--- config.mk ---
export PLATFORM = sky130hd
export DESIGN_NAME = ordered_list_with_value_delete
export DESIGN_NICKNAME = d
export VERILOG_FILES = /design/src/design/olvd_pkg.sv /design/src/design/ordered_list_with_value_delete.sv /design/src/design/olvd_ram.sv
export SDC_FILE = /design/constraint.sdc
export NUM_CORES = 1
export LEC_CHECK = 0
export BUFFER_PORTS_ARGS = -buffer_cell sky130_fd_sc_hd__clkbuf_2
export CAP_MARGIN = 20
export CORE_MARGIN = 4
export CORE_UTILIZATION = 56
export CTS_CLUSTER_DIAMETER = 120
export DETAILED_ROUTE_END_ITERATION = 12
export GPL_TIMING_DRIVEN = 0
export MAX_ROUTING_LAYER = met4
export PLACE_DENSITY = 0.78
export RECOVER_POWER = 25
export SYNTH_ARGS = -nofsm -noshare
export SYNTH_HDL_FRONTEND = slang
export SYNTH_SLANG_ARGS = --single-unit
export TNS_END_PERCENT = 50
--- constraint.sdc ---
create_clock -name clock -period 4.2 [get_ports clock]
set_input_delay 0.21 -clock clock [delete_from_list [all_inputs] [get_ports clock]]
set_output_delay 0.21 -clock clock [all_outputs]
set_load 0.01 [all_outputs]
--- src/design/olvd_pkg.sv ---
// Shared types and constants for the ordered list block.
package olvd_pkg;

   localparam int DATA_W = 32;
   localparam int COUNT_W = 5;

   typedef enum logic [1:0] {
      CMD_APPEND  = 2'd0,
      CMD_PREPEND = 2'd1,
      CMD_DELETE  = 2'd2,
      CMD_LIST    = 2'd3
   } cmd_type;

   typedef enum logic [1:0] {
      ST_OK        = 2'd0,
      ST_FULL      = 2'd1,
      ST_NOT_FOUND = 2'd2,
      ST_EMPTY     = 2'd3
   } status_type;

   typedef struct packed {
      cmd_type                   cmd;
      logic signed [DATA_W-1:0]  item_value;
   } req_word_type;

   typedef struct packed {
      status_type                status;
      logic signed [DATA_W-1:0]  entry_value;
      logic [COUNT_W-1:0]        entry_count;
      logic                      last;
   } rsp_word_type;

endpackage

--- src/design/ordered_list_with_value_delete.sv ---
// Top level of the ordered list: control sequencer, ring pointers and result register.
//
// The list holds up to CAPACITY signed 32-bit entries in a ring memory with a front
// slot and an entry count. One request word is worked on at a time and the next is
// taken once the sequencer is back in idle. Append and prepend reply through the
// response state. Delete reads the memory one entry per cycle from the front until
// it finds the value, then moves each later entry one slot forward at one entry per
// cycle. List reads one entry per cycle and gives one result word per entry while
// results are taken every cycle. The single read port of the entry memory sets these
// figures. The result register lets a finished result wait while the next request is
// taken.
module ordered_list_with_value_delete
   import olvd_pkg::*;
#(
   parameter int CAPACITY = 16
) (
   input  logic         clock,
   input  logic         reset,
   input  logic         req_valid,
   output logic         req_ready,
   input  req_word_type req_word,
   output logic         rsp_valid,
   input  logic         rsp_ready,
   output rsp_word_type rsp_word
);

   localparam int IDX_W = $clog2(CAPACITY);
   localparam int CNT_W = $clog2(CAPACITY + 1);
   localparam int EXT_W = IDX_W + 1;

   typedef enum logic [4:0] {
      S_IDLE  = 5'b00001,
      S_SCAN  = 5'b00010,
      S_SHIFT = 5'b00100,
      S_LIST  = 5'b01000,
      S_RESP  = 5'b10000
   } state_type;

   state_type                state_ff, state_in;
   logic [IDX_W-1:0]         front_ff, front_in;
   logic [CNT_W-1:0]         occ_ff, occ_in;
   logic [IDX_W-1:0]         idx_ff, idx_in;
   logic [IDX_W-1:0]         slot_ff, slot_in;
   logic signed [DATA_W-1:0] value_ff, value_in;
   status_type               status_ff, status_in;
   logic                     rsp_valid_ff, rsp_valid_in;
   rsp_word_type             rsp_word_ff, rsp_word_in;

   logic                     wr_en;
   logic [IDX_W-1:0]         wr_addr;
   logic [DATA_W-1:0]        wr_data;
   logic [IDX_W-1:0]         rd_addr;
   logic [DATA_W-1:0]        rd_data;

   logic                     out_free;
   logic                     load;
   logic                     is_full;
   logic                     is_empty;
   logic                     at_last;
   logic                     shift_done;
   logic [EXT_W-1:0]         idx_ext;
   logic [EXT_W-1:0]         occ_ext;
   logic [EXT_W-1:0]         tail_sum;
   logic [IDX_W-1:0]         tail_slot;
   logic [IDX_W-1:0]         front_dec;
   logic [IDX_W-1:0]         slot_next;
   logic [IDX_W-1:0]         slot_next2;
   logic [COUNT_W-1:0]       count_out;

   function automatic logic [IDX_W-1:0] inc_slot(input logic [IDX_W-1:0] s);
      logic [IDX_W-1:0] r;
      if (s == IDX_W'(CAPACITY - 1)) begin
         r = '0;
      end else begin
         r = s + 1'b1;
      end
      return r;
   endfunction

   olvd_ram #(
      .WIDTH (DATA_W),
      .DEPTH (CAPACITY)
   ) u_ram (
      .clock   (clock),
      .wr_en   (wr_en),
      .wr_addr (wr_addr),
      .wr_data (wr_data),
      .rd_addr (rd_addr),
      .rd_data (rd_data)
   );

   assign idx_ext    = EXT_W'(idx_ff);
   assign occ_ext    = EXT_W'(occ_ff);
   assign is_full    = (occ_ext == EXT_W'(CAPACITY));
   assign is_empty   = (occ_ff == '0);
   assign at_last    = ((idx_ext + EXT_W'(1)) == occ_ext);
   assign shift_done = ((idx_ext + EXT_W'(2)) == occ_ext);
   assign tail_sum   = EXT_W'(front_ff) + occ_ext;
   assign tail_slot  = (tail_sum >= EXT_W'(CAPACITY)) ?
                       IDX_W'(tail_sum - EXT_W'(CAPACITY)) : IDX_W'(tail_sum);
   assign front_dec  = (front_ff == '0) ? IDX_W'(CAPACITY - 1) : front_ff - 1'b1;
   assign slot_next  = inc_slot(slot_ff);
   assign slot_next2 = inc_slot(slot_next);
   assign count_out  = COUNT_W'(occ_ff);
   assign out_free   = !rsp_valid_ff || rsp_ready;
   assign req_ready  = (state_ff == S_IDLE);

   always_comb begin
      state_in    = state_ff;
      front_in    = front_ff;
      occ_in      = occ_ff;
      idx_in      = idx_ff;
      slot_in     = slot_ff;
      value_in    = value_ff;
      status_in   = status_ff;
      wr_en       = 1'b0;
      wr_addr     = slot_ff;
      wr_data     = value_ff;
      rd_addr     = front_ff;
      load        = 1'b0;
      rsp_word_in = rsp_word_ff;
      case (state_ff)
         S_IDLE: begin
            if (req_valid) begin
               value_in = req_word.item_value;
               idx_in   = '0;
               slot_in  = front_ff;
               case (req_word.cmd)
                  CMD_APPEND, CMD_PREPEND: begin
                     state_in = S_RESP;
                     if (is_full) begin
                        status_in = ST_FULL;
                     end else begin
                        status_in = ST_OK;
                        wr_en     = 1'b1;
                        wr_data   = req_word.item_value;
                        occ_in    = occ_ff + 1'b1;
                        if (req_word.cmd == CMD_APPEND) begin
                           wr_addr = tail_slot;
                        end else begin
                           wr_addr  = front_dec;
                           front_in = front_dec;
                        end
                     end
                  end
                  CMD_DELETE: begin
                     if (is_empty) begin
                        status_in = ST_EMPTY;
                        state_in  = S_RESP;
                     end else begin
                        state_in = S_SCAN;
                     end
                  end
                  default: begin
                     if (is_empty) begin
                        status_in = ST_EMPTY;
                        state_in  = S_RESP;
                     end else begin
                        state_in = S_LIST;
                     end
                  end
               endcase
            end
         end
         S_SCAN: begin
            rd_addr = slot_next;
            if ($signed(rd_data) == value_ff) begin
               if (at_last) begin
                  occ_in    = occ_ff - 1'b1;
                  status_in = ST_OK;
                  state_in  = S_RESP;
               end else begin
                  state_in = S_SHIFT;
               end
            end else if (at_last) begin
               status_in = ST_NOT_FOUND;
               state_in  = S_RESP;
            end else begin
               idx_in  = idx_ff + 1'b1;
               slot_in = slot_next;
            end
         end
         S_SHIFT: begin
            wr_en   = 1'b1;
            wr_addr = slot_ff;
            wr_data = rd_data;
            rd_addr = slot_next2;
            idx_in  = idx_ff + 1'b1;
            slot_in = slot_next;
            if (shift_done) begin
               occ_in    = occ_ff - 1'b1;
               status_in = ST_OK;
               state_in  = S_RESP;
            end
         end
         S_LIST: begin
            rd_addr = slot_ff;
            if (out_free) begin
               load                    = 1'b1;
               rsp_word_in.status      = ST_OK;
               rsp_word_in.entry_value = $signed(rd_data);
               rsp_word_in.entry_count = count_out;
               rsp_word_in.last        = at_last;
               if (at_last) begin
                  state_in = S_IDLE;
               end else begin
                  idx_in  = idx_ff + 1'b1;
                  slot_in = slot_next;
                  rd_addr = slot_next;
               end
            end
         end
         S_RESP: begin
            if (out_free) begin
               load                    = 1'b1;
               rsp_word_in.status      = status_ff;
               rsp_word_in.entry_value = '0;
               rsp_word_in.entry_count = count_out;
               rsp_word_in.last        = 1'b1;
               state_in                = S_IDLE;
            end
         end
         default: begin
            state_in = S_IDLE;
         end
      endcase
   end

   always_comb begin
      if (load) begin
         rsp_valid_in = 1'b1;
      end else if (rsp_ready) begin
         rsp_valid_in = 1'b0;
      end else begin
         rsp_valid_in = rsp_valid_ff;
      end
   end

   always_ff @(posedge clock) begin
      if (reset) begin
         state_ff     <= S_IDLE;
         front_ff     <= '0;
         occ_ff       <= '0;
         rsp_valid_ff <= 1'b0;
      end else begin
         state_ff     <= state_in;
         front_ff     <= front_in;
         occ_ff       <= occ_in;
         rsp_valid_ff <= rsp_valid_in;
      end
   end

   always_ff @(posedge clock) begin
      idx_ff      <= idx_in;
      slot_ff     <= slot_in;
      value_ff    <= value_in;
      status_ff   <= status_in;
      rsp_word_ff <= rsp_word_in;
   end

   assign rsp_valid = rsp_valid_ff;
   assign rsp_word  = rsp_word_ff;

`ifndef SYNTHESIS
   a_occ_bound: assert property (@(posedge clock) disable iff (reset)
      occ_ext <= EXT_W'(CAPACITY))
      else $error("Entry count exceeds capacity.");

   a_front_bound: assert property (@(posedge clock) disable iff (reset)
      EXT_W'(front_ff) < EXT_W'(CAPACITY))
      else $error("Front slot is outside the ring.");

   a_shift_ports: assert property (@(posedge clock) disable iff (reset)
      (state_ff == S_SHIFT) |-> (wr_addr != rd_addr))
      else $error("Shift writes the slot that it reads.");

   a_partial_ok: assert property (@(posedge clock) disable iff (reset)
      (rsp_valid_ff && !rsp_word_ff.last) |-> (rsp_word_ff.status == ST_OK))
      else $error("A non-final result word carries an error status.");

   a_idle_after_resp: assert property (@(posedge clock) disable iff (reset)
      (state_ff == S_RESP && out_free) |=> (state_ff == S_IDLE && rsp_valid_ff))
      else $error("Single result word was not delivered to the result register.");
`endif

endmodule

--- src/design/olvd_ram.sv ---
// Generic simple dual-port RAM with one write port and a registered read port.
module olvd_ram #(
   parameter int WIDTH = 32,
   parameter int DEPTH = 16
) (
   input  logic                     clock,
   input  logic                     wr_en,
   input  logic [$clog2(DEPTH)-1:0] wr_addr,
   input  logic [WIDTH-1:0]         wr_data,
   input  logic [$clog2(DEPTH)-1:0] rd_addr,
   output logic [WIDTH-1:0]         rd_data
);

   logic [WIDTH-1:0] mem_ff [DEPTH];
   logic [WIDTH-1:0] rd_data_ff;

   always_ff @(posedge clock) begin
      if (wr_en) begin
         mem_ff[wr_addr] <= wr_data;
      end
      rd_data_ff <= mem_ff[rd_addr];
   end

   assign rd_data = rd_data_ff;

endmodule
==> out/qor.tcl, run 1 <==
set qor(run_status) {finished with violations}
set qor(failed_checks) {max-capacitance violations, max-slew violations, negative setup slack}
set qor(reg2regPathDepth) 12
set qor(cp_slowest_cell) {sky130_fd_sc_hd__edfxtp_1}
set qor(cts.sinks) 641
set qor(final_net_count) 2035
set qor(holdCritPathClass) {in -> reg}
set qor(post_synthesis_cells) 1787
set qor(grt_first_pass_wirelength_um) 107000
set qor(synthTopCellsByArea) {sky130_fd_sc_hd__edfxtp_1 (68%), sky130_fd_sc_hd__mux2i_1 (5.6%), sky130_fd_sc_hd__dfxtp_1 (3.6%)}
set qor(io_buffers) 79
set qor(drc) 0
set qor(critical_path_buf_inv_count) 3
set qor(floorplan.die_area_um2) 50100
set qor(antenna_violating_nets_post_route) 0
set qor(r2r-start) {idx_ff[0]$_SDFFCE_PP0P_}
set qor(postSynthRegisterBits) 641
set qor(highest-signal-layer) {met4}
set qor(h-tree-depth) 2
set qor(width_of_the_die_um) 224
set qor(worst_hold_path_stage_count) 4
set qor(synth_enable_flop_cells) 594
set qor(placement_rows) 78
set qor(min-delay-start) {req_word[32]}
set qor(critical_path.max_stage_delay_ns) 0.47
set qor(power.total_mw) 19.6
set qor(vias) 17100
set qor(post-synth-top-area-fraction_pct) 68.4
set qor(critical_path.reg2reg.endpoint) {u_ram.rd_data[2]$_DFF_P_}
set qor(syn-mean-instance-area_um2) 14.6
set qor(dpl.cell_count) 2484
set qor(cts-buffers-inserted) 61
set qor(worst-path-max-fanout) 10
set qor(transition_time_of_the_tightest_slew_check_pin_ns) 1.55
set qor(power_density_nw_per_um2) 651
set qor(length_of_routed_wiring_on_met1_um) 26300
set qor(place_hpwl_um) 47000
set qor(maxCapViolations) 1
set qor(placement.setup.worst_slack_ns) -0.668
set qor(layout.cells.non_filler) 2636
set qor(timing.critical_path.cells) {ha_1 -> xnor3_1 -> o2111a_1 -> nand2_1 -> a41oi_1 -> a31oi_2 -> inv_2 -> nor2_2 -> clkbuf_4 -> clkbuf_2 -> a32oi_1 -> o41ai_1}
set qor(ctsLongestPathBuffers) 3
set qor(setup.reg_to_reg.worst_slack_ns) -0.08
set qor(antenna_found_initial) 1
set qor(ios) 80
set qor(crit_path_end_kind) {flop}
set qor(grt_max_degree) 29
set qor(grtUsageTotal_pct) 29.7
set qor(design.core.area_um2) 45700
set qor(holdPathEnd) {state_ff[3]$_SDFFE_PP0P_}
set qor(detail_route.wl_per_cell_um) 27.6
set qor(initial_utilization_pct) 57.1
set qor(synthDominantAreaCellType) {sky130_fd_sc_hd__edfxtp_1}
set qor(flow.area_growth_from_synthesis_pct) 15.5
set qor(timing.critical_path.required_ns) 4.67
set qor(final_critical_path_setup_slack_ns) -0.0817
set qor(insertedDiodeCount) 0
set qor(dr.first_iter.drc_count) 2499
set qor(setup.worst_path.start_class) {flop}
set qor(met3_wirelength_um) 9700
set qor(total_of_endpoints_with_negative_setup_slack_in_the_final_report) 8
set qor(global_route.overflow_total) 0
set qor(worst-setup-path-type) {reg -> reg}
set qor(clock_latency_ns) 0.65
set qor(path_delay_family) {compound AO/OA/AOI/OAI gates}
set qor(proportion_of_synthesized_chip_area_in_sequential_cells_pct) 72.0
set qor(dr_wl_met2_um) 33000
set qor(timing_max_transition_violations_final) 7
set qor(drive_gt1_share_pct) 10.7
set qor(setup_repair_after_global_routing_missed_its_margin) {yes}
set qor(max_slew_margin_pct) -4.96
set qor(finalClockSkew_ns) 0.0329
set qor(clkTransAtPathRegs_ns) 0.07
set qor(clock_tree_from_tritoncts) {yes}
set qor(clock_tree.root_cell) {sky130_fd_sc_hd__clkbuf_16}
set qor(synthesis_warnings) 0
set qor(post_synth_num_cell_types) 65
set qor(synth.cell_area_um2) 26100
set qor(p_leak_nw) 10.9
set qor(timing_hold_violations_final) 0
set qor(drt-total-wl_um) 72900
set qor(grt_pass1_vias) 17100
set qor(die_height_um) 224
set qor(timing.fmax_ghz) 0.234
set qor(finalCriticalPeriod_ns) 4.28
set qor(finalCritPeriodShare_pct) 102
set qor(async_flop_share_pct) 0
set qor(gp_congestion) 0.906
set qor(synthesis.nets) 1839
set qor(drt_pre_antenna_iters) 8
set qor(post_drt_via_cell_ratio) 6.50
set qor(ys.flop_type) {sky130_fd_sc_hd__edfxtp_1}
set qor(vdd_ir_drop_max_v) 0.000492
set qor(worstPathArrival_ns) 4.75
==> cells in the final DEF (no fill, tap or decap), types with 16 or more instances in the layout <==
| cell type | netlist | routed |
|---|---|---|
| sky130_fd_sc_hd__clkbuf_16 | 0 | 61 |
| sky130_fd_sc_hd__o311ai_0 | 39 | 39 |
| sky130_fd_sc_hd__clkbuf_1 | 55 | 130 |
| sky130_fd_sc_hd__nand3_1 | 74 | 73 |
| sky130_fd_sc_hd__buf_2 | 30 | 29 |
| sky130_fd_sc_hd__mux2i_1 | 147 | 148 |
| sky130_fd_sc_hd__and2_0 | 0 | 24 |
| sky130_fd_sc_hd__or3_1 | 70 | 70 |
| sky130_fd_sc_hd__edfxtp_1 | 594 | 594 |
| sky130_fd_sc_hd__nor2_1 | 55 | 42 |
| sky130_fd_sc_hd__o22ai_1 | 19 | 19 |
| sky130_fd_sc_hd__dlygate4sd3_1 | 0 | 35 |
| sky130_fd_sc_hd__dfxtp_1 | 47 | 47 |
| sky130_fd_sc_hd__a32o_1 | 22 | 22 |
| sky130_fd_sc_hd__nand2_1 | 247 | 247 |
| sky130_fd_sc_hd__a22oi_1 | 36 | 36 |
| sky130_fd_sc_hd__a21oi_1 | 64 | 63 |
| sky130_fd_sc_hd__xnor2_1 | 42 | 42 |
| sky130_fd_sc_hd__o21ai_0 | 17 | 17 |
| sky130_fd_sc_hd__clkinv_2 | 0 | 16 |
==> cell families (layout without fill, tap and decap cells) <==
logic type	after synthesis	after routing	synth area share [%]
buffers and inverters	118	367	2.23
adder cells (fa/ha/maj)	14	14	0.730
multiplexers	150	150	5.78
XOR/XNOR	55	55	1.90
AND/OR/NAND/NOR	548	548	10.1
flip-flops	641	641	72.0
AO/OA/AOI/OAI	261	261	7.25
==> metal layers <==
| layer | GRT usage (%) | vias to the layer above |
|---|---|---|
| met5 | - | - |
| met4 | 13.9 | 0 |
| met3 | 7.21 | 264 |
| met2 | 44.7 | 1305 |
| met1 | 38.6 | 8313 |
| li1 | - | 7239 |
==> metrics by stage <==
step	hold slack [ns]	setup TNS, ns	utilization, %	area (um^2)
6_report	0.0820	-0.108	65.9	30100
3_5_place_dp	0.409	-5.22	60.8	27800
3_3_place_gp	0.407	-1126.93	59.6	27200
2_1_floorplan	0.279	-22.95	-	26100
5_1_grt	0.128	-3.15	65.9	30100
4_1_cts	0.0657	0	66.2	30200
==> worst reg2reg max path, cell delays in order (launching register included) <==
cell and delay (ns):
sky130_fd_sc_hd__edfxtp_1 0.47, sky130_fd_sc_hd__ha_1 0.31, sky130_fd_sc_hd__xnor3_1 0.35, sky130_fd_sc_hd__o2111a_1 0.21, sky130_fd_sc_hd__nand2_1 0.30, sky130_fd_sc_hd__a41oi_1 0.22, sky130_fd_sc_hd__a31oi_2 0.46, sky130_fd_sc_hd__inv_2 0.23
sky130_fd_sc_hd__nor2_2 0.46, sky130_fd_sc_hd__clkbuf_4 0.40, sky130_fd_sc_hd__clkbuf_2 0.32, sky130_fd_sc_hd__a32oi_1 0.18, sky130_fd_sc_hd__o41ai_1 0.19
==> where the power goes <==
group,switching [mW],internal [mW]
combinational,3.69,1.65
clock,2.41,3.26
sequential,0.446,8.16
==> synthesized netlist by cell type, drive strengths merged (2+ instances only) <==
cell type  number
a211o           2
a211oi          4
a21o            5
a21oi          64
a22oi          36
a31oi          14
a32o           22
a32oi          11
and2           37
and3            8
and3b           2
buf            50
clkbuf         55
dfxtp          47
edfxtp        594
fa              2
ha             12
inv            13
mux2            2
mux2i         148
nand2         247
nand2b          4
nand3          81
nand3b          5
nand4          10
nor2           55
nor2b           6
nor3           14
nor4            3
o211ai          3
o21ai          18
o221ai          2
o22ai          19
o311ai         45
o41ai           8
or2             2
or3            70
xnor2          42
xor2           12
==> final cells by class <==
| class | instances | area (um^2) |
|---|---|---|
| fill | 3129 | 15600 |
| clock inverter | 35 | 364 |
| buffer | 104 | 542 |
| timing repair buffer | 134 | 1100 |
| sequential | 641 | 18800 |
| tap | 600 | 751 |
| inverter | 13 | 48.8 |
| clock buffer | 81 | 1720 |
| multi-input combinational | 1028 | 6820 |
==> worst max-delay path by stage <==
stage,startpoint,end,depth (start not counted)
global placement,state_ff[1]$_SDFFE_PP0P_,u_ram.mem_ff[10][19]$_DFFE_PP_,12
global route,idx_ff[0]$_SDFFCE_PP0P_,u_ram.rd_data[6]$_DFF_P_,12
CTS,idx_ff[0]$_SDFFCE_PP0P_,u_ram.rd_data[2]$_DFF_P_,14
finish,idx_ff[0]$_SDFFCE_PP0P_,u_ram.rd_data[2]$_DFF_P_,12
floorplan,state_ff[1]$_SDFFE_PP0P_,u_ram.mem_ff[0][0]$_DFFE_PP_,10
detailed placement,idx_ff[0]$_SDFFCE_PP0P_,u_ram.rd_data[2]$_DFF_P_,12
==> flip-flops by register name, summed over array words and instances (netlist names) <==
name	flops
u_ram.mem_ff	512
rsp_word	40
u_ram.rd_data	32
value_ff	32
count_out	5
state_ff	5
front_ff	4
idx_ff	4
slot_ff	4
status_ff	2
rsp_valid	1
==> repair_timing <==
item	CTS	global route
setup endpoints to repair	19	17
hold buffers	35	0
hold endpoints to repair	38	0
gates resized for setup	6	8
buffers inserted	2	0
pin swaps	1	0
No activity file was read; power rests on OpenSTA's default activity.
==> inputs of run 2 (changes only) <==
--- a/config.mk
+++ b/config.mk
@@ -5,16 +5,17 @@
 export SDC_FILE = /design/constraint.sdc
 export NUM_CORES = 1
 export LEC_CHECK = 0
-export BUFFER_PORTS_ARGS = -buffer_cell sky130_fd_sc_hd__clkbuf_2
 export CAP_MARGIN = 20
 export CORE_MARGIN = 4
-export CORE_UTILIZATION = 56
+export CORE_UTILIZATION = 57
 export CTS_CLUSTER_DIAMETER = 120
 export DETAILED_ROUTE_END_ITERATION = 12
+export DONT_BUFFER_PORTS = 1
 export GPL_TIMING_DRIVEN = 0
 export MAX_ROUTING_LAYER = met4
-export PLACE_DENSITY = 0.78
+export PLACE_DENSITY = 0.77
 export RECOVER_POWER = 25
+export SLEW_MARGIN = 20
 export SYNTH_ARGS = -nofsm -noshare
 export SYNTH_HDL_FRONTEND = slang
 export SYNTH_SLANG_ARGS = --single-unit
==> out/qor.tcl, run 2 (synthesis gave the netlist of run 1 again) <==
set qor(timing.critical_path.required_ns) 4.71 ;# was 4.67 ns
set qor(floorplan.die_area_um2) 49200 ;# was 50100 um^2
set qor(crit_path_start) {slot_ff[1]$_DFFE_PP_} ;# was idx_ff[0]$_SDFFCE_PP0P_
set qor(cts-buffers-inserted) 60 ;# was 61
set qor(worst-setup-path-type) {reg -> reg} ;# unchanged
set qor(finalCritPeriodShare_pct) 98.2 ;# was 102%
set qor(grt_first_pass_wirelength_um) 108000 ;# was 107000 um
set qor(clkTransAtPathRegs_ns) 0.07 ;# about the same
set qor(hold-worst-slack_ns) 0.0558 ;# was 0.0820 ns
set qor(most-common-layout-cells) {sky130_fd_sc_hd__edfxtp_1 (594), sky130_fd_sc_hd__nand2_1 (247), sky130_fd_sc_hd__mux2i_1 (147)} ;# was sky130_fd_sc_hd__edfxtp_1 (594), sky130_fd_sc_hd__nand2_1 (247), sky130_fd_sc_hd__mux2i_1 (148)
set qor(placement.setup.worst_slack_ns) -0.552 ;# was -0.668 ns
set qor(timing.fmax_ghz) 0.242 ;# was 0.234 GHz
set qor(clock_latency_ns) 0.65 ;# about the same
set qor(transition_time_of_the_tightest_slew_check_pin_ns) 1.94 ;# was 1.55 ns
set qor(timing.critical_path.cells) {ha_1 -> a31oi_1 -> nor2_1 -> a221oi_1 -> nand3_2 -> clkbuf_2 -> buf_2 -> clkbuf_1 -> nand2_1 -> nand3_1 -> a32oi_1 -> o41ai_2} ;# was ha_1 -> xnor3_1 -> o2111a_1 -> nand2_1 -> a41oi_1 -> a31oi_2 -> inv_2 -> nor2_2 -> clkbuf_4 -> clkbuf_2 -> a32oi_1 -> o41ai_1
set qor(worst_setup_path_endpoint) {u_ram.rd_data[23]$_DFF_P_} ;# was u_ram.rd_data[2]$_DFF_P_
set qor(critical_path.max_stage_delay_ns) 0.55 ;# was 0.47 ns
set qor(initial_utilization_pct) 57.6 ;# was 57.1%
set qor(worstPathArrival_ns) 4.64 ;# was 4.75 ns
set qor(critical_path_depth) 12 ;# unchanged
set qor(largest-register) {u_ram.mem_ff} ;# unchanged
set qor(ios) 80 ;# unchanged
set qor(timing_max_transition_violations_final) 24 ;# was 7
set qor(cp_slowest_cell) {sky130_fd_sc_hd__a221oi_1} ;# was sky130_fd_sc_hd__edfxtp_1
set qor(power.total_mw) 19.9 ;# was 19.6 mW
set qor(path_delay_family) {compound AO/OA/AOI/OAI gates} ;# unchanged
set qor(critical_path.reg2reg.endpoint) {u_ram.rd_data[23]$_DFF_P_} ;# was u_ram.rd_data[2]$_DFF_P_
set qor(setup.reg_to_reg.worst_slack_ns) 0.07 ;# was -0.08 ns
set qor(final_common_cell) {sky130_fd_sc_hd__edfxtp_1} ;# unchanged
set qor(max_reg_flops) 512 ;# unchanged
set qor(grt_max_degree) 25 ;# was 29
set qor(crit_path_end_kind) {flop} ;# unchanged
set qor(failed_checks) {max-capacitance violations, max-slew violations} ;# was max-capacitance violations, max-slew violations, negative setup slack
set qor(final_critical_path_setup_slack_ns) 0.0745 ;# was -0.0817 ns
set qor(total_of_endpoints_with_negative_setup_slack_in_the_final_report) 0 ;# was 8
set qor(critical_path_buf_inv_count) 3 ;# unchanged
set qor(drt_pre_antenna_iters) 7 ;# was 8
set qor(grtUsageTotal_pct) 30.3 ;# was 29.7%
set qor(drive_gt1_share_pct) 10.7 ;# about the same
set qor(r2r-start) {slot_ff[1]$_DFFE_PP_} ;# was idx_ff[0]$_SDFFCE_PP0P_
set qor(drc) 0 ;# unchanged
set qor(h-tree-depth) 2 ;# unchanged
set qor(run_status) {finished with violations} ;# unchanged
set qor(vdd_ir_drop_max_v) 0.000456 ;# was 0.000492 V
set qor(io_buffers) 0 ;# was 79
set qor(post_drt_via_cell_ratio) 6.59 ;# was 6.50
set qor(gp_congestion) 0.941 ;# was 0.906
set qor(maxCapViolations) 1 ;# unchanged
set qor(final_net_count) 1962 ;# was 2035
set qor(antenna_violating_nets_post_route) 0 ;# unchanged
set qor(cts.sinks) 641 ;# unchanged
set qor(drt-total-wl_um) 73900 ;# was 72900 um
set qor(worst-path-max-fanout) 10 ;# unchanged
set qor(holdCritPathClass) {in -> reg} ;# unchanged
set qor(clock_tree_from_tritoncts) {yes} ;# unchanged
set qor(finalClockSkew_ns) 0.0339 ;# was 0.0329 ns
set qor(place_hpwl_um) 47300 ;# was 47000 um
set qor(clock_tree.root_cell) {sky130_fd_sc_hd__clkbuf_16} ;# unchanged
set qor(reg2regPathDepth) 12 ;# unchanged
set qor(detail_route.wl_per_cell_um) 28.8 ;# was 27.6 um
set qor(power_density_nw_per_um2) 663 ;# was 651 nW/um^2
set qor(timing_hold_violations_final) 0 ;# unchanged
set qor(global_route.overflow_total) 0 ;# unchanged
set qor(vias) 16900 ;# was 17100
set qor(design.core.area_um2) 45300 ;# was 45700 um^2
set qor(placement_rows) 78 ;# unchanged
set qor(grt_pass1_vias) 16600 ;# was 17100
set qor(finalCriticalPeriod_ns) 4.13 ;# was 4.28 ns
set qor(p_leak_nw) 10.8 ;# was 10.9 nW
set qor(flow.area_growth_from_synthesis_pct) 15.3 ;# was 15.5%
set qor(ctsLongestPathBuffers) 3 ;# unchanged
set qor(antenna_found_initial) 1 ;# unchanged
set qor(width_of_the_die_um) 222 ;# was 224 um
set qor(max_slew_margin_pct) -29.4 ;# was -4.96%
set qor(tns_ns) 0 ;# was -0.108 ns
set qor(setup.worst_path.start_class) {flop} ;# unchanged
set qor(die_height_um) 222 ;# was 224 um
set qor(dr.first_iter.drc_count) 2543 ;# was 2499
run 2: cell types whose count changed in the layout (fill, tap and decap cells not counted), moves of 3 or more:
cell | previous run | this run
sky130_fd_sc_hd__clkbuf_1 | 130 | 64
sky130_fd_sc_hd__clkbuf_8 | 12 | 5
sky130_fd_sc_hd__buf_12 | 6 | 3
sky130_fd_sc_hd__clkinvlp_4 | 4 | 7
sky130_fd_sc_hd__bufinv_16 | 6 | 14
sky130_fd_sc_hd__buf_16 | 11 | 16
sky130_fd_sc_hd__clkbuf_2 | 11 | 6
sky130_fd_sc_hd__clkinv_2 | 16 | 5
run 2: how the worst min path moves through the flow:
stage	from	to	slack [ns]	depth (start not counted)
floorplan	reset	state_ff[4]$_SDFFE_PP0P_	0.28	1
global placement	reset	rsp_valid$_SDFFE_PP0P_	0.28	1
detailed placement	reset	rsp_valid$_SDFFE_PP0P_	0.28	1
CTS	req_word[32]	state_ff[3]$_SDFFE_PP0P_	0.01	3
global route	req_word[32]	state_ff[3]$_SDFFE_PP0P_	0.1	3
finish	req_word[32]	state_ff[3]$_SDFFE_PP0P_	0.06	3
run 2: cell type report:
type / instances / area (um^2)
clock buffers: 81 / 1650
plain buffers: 104 / 542
repair buffers: 62 / 926
clock inverters: 32 / 541
diodes: 2 / 5.00
well taps: 600 / 751
flip-flops and latches: 641 / 18800
inverters: 13 / 48.8
fillers: 3027 / 15200
multi-input cells: 1028 / 6810
run 2: where the power goes:
part | internal, mW | total [mW] | leakage, nW | switching [mW]
clock network | 3.62 | 6.02 | 1.04 | 2.40
registers | 8.17 | 8.62 | 5.77 | 0.454
logic | 1.63 | 5.27 | 4.01 | 3.64
total | 13.4 | 19.9 | 10.8 | 6.49
run 2: through the flow:
| step | instances | area [um^2] | utilization (%) |
|---|---|---|---|
| after floorplan | 1787 | 26100 | - |
| after global placement | 2387 | 26800 | 59.2 |
| after detailed placement | 2410 | 27500 | 60.8 |
| after CTS | 2558 | 30100 | 66.4 |
| after global routing | 2561 | 30100 | 66.4 |
| final | 2563 | 30100 | 66.4 |
run 2: repair_timing:
item | CTS | global route
hold buffers | 36 | 0
gates resized for setup | 6 | 7
endpoints found under the hold margin | 52 | 0
buffers inserted | 0 | 2
pin swaps | 0 | 1
setup endpoints to repair | 11 | 14
run 2: metal layers:
layer | routed length (um) | vias to the layer above | global-route usage, %
met5 | 0 | - | -
met2 | 34300 | 1322 | 46.6
li1 | - | 7107 | -
met4 | 3050 | 0 | 11.3
met3 | 9320 | 218 | 6.86
met1 | 27200 | 8246 | 40.2
run 2: worst reg2reg max path, stage by stage, from the launching register on:
cell and delay, ns:
sky130_fd_sc_hd__edfxtp_1 0.53, sky130_fd_sc_hd__ha_1 0.34, sky130_fd_sc_hd__a31oi_1 0.31, sky130_fd_sc_hd__nor2_1 0.10, sky130_fd_sc_hd__a221oi_1 0.55, sky130_fd_sc_hd__nand3_2 0.37, sky130_fd_sc_hd__clkbuf_2 0.37, sky130_fd_sc_hd__buf_2 0.29
sky130_fd_sc_hd__clkbuf_1 0.31, sky130_fd_sc_hd__nand2_1 0.16, sky130_fd_sc_hd__nand3_1 0.11, sky130_fd_sc_hd__a32oi_1 0.42, sky130_fd_sc_hd__o41ai_2 0.14
